--- src/sv/assert_macros.svh ---
// assertion macros for the frustum cull rtl
`ifndef ASSERT_MACROS_SVH
`define ASSERT_MACROS_SVH

// clocked on clock, off while reset is high
`define ASSERT_CLK(label, prop) \
   label: assert property (@(posedge clock) disable iff (reset) prop) \
      else $error("frustum cull assertion failed");

// clocked on clock, checked through reset as well
`define ASSERT_CLK_NORST(label, prop) \
   label: assert property (@(posedge clock) prop) \
      else $error("frustum cull assertion failed");

`endif

--- src/sv/fcull_pkg.sv ---
// types, constants and codes for the frustum cull block
package fcull_pkg;

   localparam int PLANE_COUNT = 6;
   localparam int FRAC_BITS   = 16;
   localparam int COORD_WIDTH = 32;

   localparam int PROD_WIDTH  = 2 * COORD_WIDTH;
   localparam int UPROD_WIDTH = 2 * COORD_WIDTH - 1;
   // three signed products, offset, three unsigned products, radius: 3 guard bits
   localparam int SUM_WIDTH   = 2 * COORD_WIDTH + 3;

   localparam logic [1:0] ACT_LOAD   = 2'd0;
   localparam logic [1:0] ACT_SPHERE = 2'd1;
   localparam logic [1:0] ACT_BOX    = 2'd2;

   localparam logic [2:0] NO_PLANE = 3'd6;

   typedef logic signed [COORD_WIDTH-1:0] coord_type;
   typedef logic [COORD_WIDTH-2:0]        ucoord_type;

   typedef struct packed {
      logic [1:0]         action;
      logic [2:0]         plane_index;
      logic signed [31:0] vec_x;
      logic signed [31:0] vec_y;
      logic signed [31:0] vec_z;
      logic signed [31:0] plane_offset;
      logic [30:0]        half_x;
      logic [30:0]        half_y;
      logic [30:0]        half_z;
      logic [30:0]        radius;
   } req_type;

   typedef struct packed {
      logic       visible;
      logic [2:0] rejecting_plane;
   } rsp_type;

   typedef struct packed {
      coord_type nx;
      coord_type ny;
      coord_type nz;
      coord_type w;
   } plane_type;

   typedef struct packed {
      coord_type  cx;
      coord_type  cy;
      coord_type  cz;
      ucoord_type hx;
      ucoord_type hy;
      ucoord_type hz;
      logic       box;
   } lane_in_type;

endpackage

--- src/sv/fcull_plane_store.sv ---
// register file holding the frustum planes
module fcull_plane_store import fcull_pkg::*; (
   input  logic                        clock,
   input  logic                        reset,
   input  logic                        write_en,
   input  logic [2:0]                  write_index,
   input  plane_type                   write_plane,
   output plane_type [PLANE_COUNT-1:0] planes
);

   plane_type [PLANE_COUNT-1:0] planes_ff;

   // an index past the last plane matches no entry and writes nothing
   always_ff @(posedge clock) begin
      if (reset) begin
         planes_ff <= '0;
      end else begin
         for (int p = 0; p < PLANE_COUNT; p++) begin
            if (write_en && write_index == 3'(p)) begin
               planes_ff[p] <= write_plane;
            end
         end
      end
   end

   assign planes = planes_ff;

endmodule

--- config.mk ---
export PLATFORM = sky130hd
export DESIGN_NAME = fcull_plane_store
export DESIGN_NICKNAME = d
export VERILOG_FILES = /design/src/sv/assert_macros.svh /design/src/sv/fcull_pkg.sv /design/src/sv/fcull_plane_store.sv
export SDC_FILE = /design/constraint.sdc
export NUM_CORES = 2
export LEC_CHECK = 0
export BUFFER_PORTS_ARGS = -buffer_cell sky130_fd_sc_hd__buf_2
export CAP_MARGIN = 40
export CORE_MARGIN = 1.5
export CORE_UTILIZATION = 25
export CTS_BUF_LIST = sky130_fd_sc_hd__clkbuf_8
export DETAILED_ROUTE_END_ITERATION = 8
export SLEW_MARGIN = 20
export SYNTH_ARGS = -nofsm -noshare
export SYNTH_HDL_FRONTEND = slang
export SYNTH_SLANG_ARGS = --single-unit
--- constraint.sdc ---
create_clock -name clock -period 2.6 [get_ports clock]
set_input_delay 0.52 -clock clock [delete_from_list [all_inputs] [get_ports clock]]
set_output_delay 0.52 -clock clock [all_outputs]
set_load 0.05 [all_outputs]
==> impl_metrics.tcl <==
set metrics [dict create \
    place.port_buffers 901 \
    yosys_warnings 0 \
    yosys_register_bits 768 \
    power_frac_seq 0.462 \
    antenna_found_initial 6 \
    synth.area.top_cells "dfxtp_1, mux2i_1, nand2b_1" \
    core_um2 118000 \
    pwr-share-comb 0.103 \
    die_y_um 347 \
    wire_per_inst_um 19.8 \
    vias_per_cell 4.23 \
    max_stage_delay_ns 0.51 \
    largest_reg_flops 768 \
    finalHoldViolCount 0 \
    fin_total_pwr_mw 26.3 \
    grt_max_degree 97 \
    utilization 0.333 \
    cp.buffers_inverters 1 \
    yosysTopAreaCellShare 0.519 \
    syn_to_final_growth_pct 32.3 \
    cp-end-kind "output pin" \
    clkPwrFrac 0.435 \
    outcome "finished clean" \
    clock.fmax_ghz 0.465 \
    row_count 126 \
    syn_area_per_cell_um2 11.3 \
    multi_input_area_um2 13400 \
    seq_area_um2 15400 \
    initial_utilization 0.252 \
    grt_pass1_wl_um 149000 \
    cp.required_ns 2.08 \
    setup_tns_ns 0 \
    cp_max_fo 2 \
    power_switching_mw 7.26 \
    die_w_um 347 \
    post-cts-setup-buffers 0 \
    synth_commonest_cells "nand2b_1, dfxtp_1, mux2i_1" \
    die_area_um2 121000 \
    clockBufferDepth 3 \
    yosys_most_used_dff "dfxtp_1" \
    min_period_over_period 0.827 \
    swShare 0.275 \
    worstMarginPinSlew_ns 0.761 \
    track_usage 0.164 \
    routabilityCongestion 0.824 \
    critPathKind "reg -> out" \
    synth.most_common_cell "nand2b_1" \
    clkTransAtPathRegs_ns 0.06 \
    rsz0062_at_grt "false" \
    ir_worst_vdd_mv 0.390 \
    clock_skew_ns 0 \
    vias 22100 \
    crit_chain "buf_2" \
    grt_pass1_vias 22100 \
    nFillCells 12200 \
    maxSlewViolCount 0 \
    fin_crit_ns 2.15 \
    synth_top_area_cell "dfxtp_1" \
    synthesis.nets 2758 \
    syn_area_um2 29600 \
    worst_skew_pair.late_latency_ns 0.77 \
    synthCells 2624 \
    intPower_mw 19.1 \
    cts_root_buf "clkbuf_8" \
    setup_viol 0 \
    hold_class "in -> reg" \
    slew-limit-headroom 0.493 \
    cts.sinks 768 \
    maxCapViolCount 0 \
    drt_pre_antenna_iters 5 \
    pwr_density_cell_nw_per_um2 672 \
    postRouteAntennaNets 0 \
    drive_gt1_frac 0.327 \
    cts_buffers 140 \
    ys_async_sr_fraction 0 \
    htreeDepth 4 \
    arrival_ns 1.63 \
    hpwl_um 73700 \
    ys_types 12 \
    io_pins 902 \
    cts_resized 0 \
    start_kind "register" \
    fin_ws_ns 0.449 \
    ys_seq_area_frac 0.519 \
    drt_iter0_drc 915 \
    finalWirelength_um 103000 \
    cp_top_family "flip-flops" \
    gr-total-overflow 0 \
    pre_cts_ws_ns 0.528 \
    p_leak_nw 20.9 \
    nets 3713 \
    hold_buffers 1 \
    drc 0 \
    synth-edff-count 0 \
    crit_slowest_cell "dfxtp_1" \
    cts_tree "yes" \
]
-- power by group through the flow --
stage | clock, mW | sequential [mW] | combinational, mW
floorplan | 0 | 13.3 | 0.910
global placement | 0 | 12.4 | 2.73
detailed placement | 0 | 12.4 | 2.73
CTS | 11.9 | 12.2 | 2.74
global route | 12.4 | 12.2 | 2.83
finish | 11.5 | 12.2 | 2.71
-- kinds of logic (layout without fill, tap and decap cells) --
logic type,count (synthesis),in the layout,synth area share
flops,768,768,0.519
mux,768,768,0.259
other cells,0,5,0
buf+inv,184,1237,0.0296
simple gates,904,904,0.192
-- area by class of cell --
class	count	area share
flip-flops and latches	768	0.392
multi-input cells	1672	0.343
repair buffers	997	0.145
clock buffers	177	0.0621
well taps	1536	0.0490
clock inverters	63	0.00874
diodes	5	0.000319
-- per-stage QoR --
stage                     hold slack [ns]  area, um2  std cells
final                               0.139      39200       5218
after global routing               0.0706      39200       5213
after CTS                          0.0212      39200       5213
after detailed placement            0.457      36400       4972
after global placement              0.455      36400       4972
after floorplan                     0.693      29600       2624
-- worst paths after layout --
path / depth (start not counted) / start / end / slack, ns
min: 3 / write_plane[33] / planes[161] / 0.14
max: 1 / planes[295] / planes[295] / 0.45
max reg2reg: 2 / planes[295] / planes[295] / 1.80
min reg2reg: 2 / planes[31] / planes[31] / 0.47
-- routing by layer --
metal  track usage  part of all wire
met1         0.191              0.41
met2         0.275              0.48
met3        0.0620             0.083
met4        0.0589             0.031
met5             0                 0
-- cells in the final DEF, fill, tap and decap left out --
master / Yosys / routed
and4bb_2: 1 / 1
buf_12: 0 / 36
buf_2: 63 / 900
buf_4: 17 / 59
buf_8: 0 / 1
bufinv_16: 0 / 1
clkbuf_8: 0 / 177
clkinv_2: 0 / 13
clkinv_8: 0 / 2
clkinvlp_4: 0 / 1
dfxtp_1: 768 / 768
diode_2: 0 / 5
dlygate4sd3_1: 0 / 1
inv_1: 0 / 40
inv_6: 0 / 4
inv_8: 0 / 2
mux2i_1: 768 / 768
nand2b_1: 896 / 896
nand4b_1: 2 / 2
nand4bb_4: 0 / 3
nor4b_4: 0 / 1
or4b_1: 1 / 1
No activity file was read; power rests on OpenSTA's default activity.
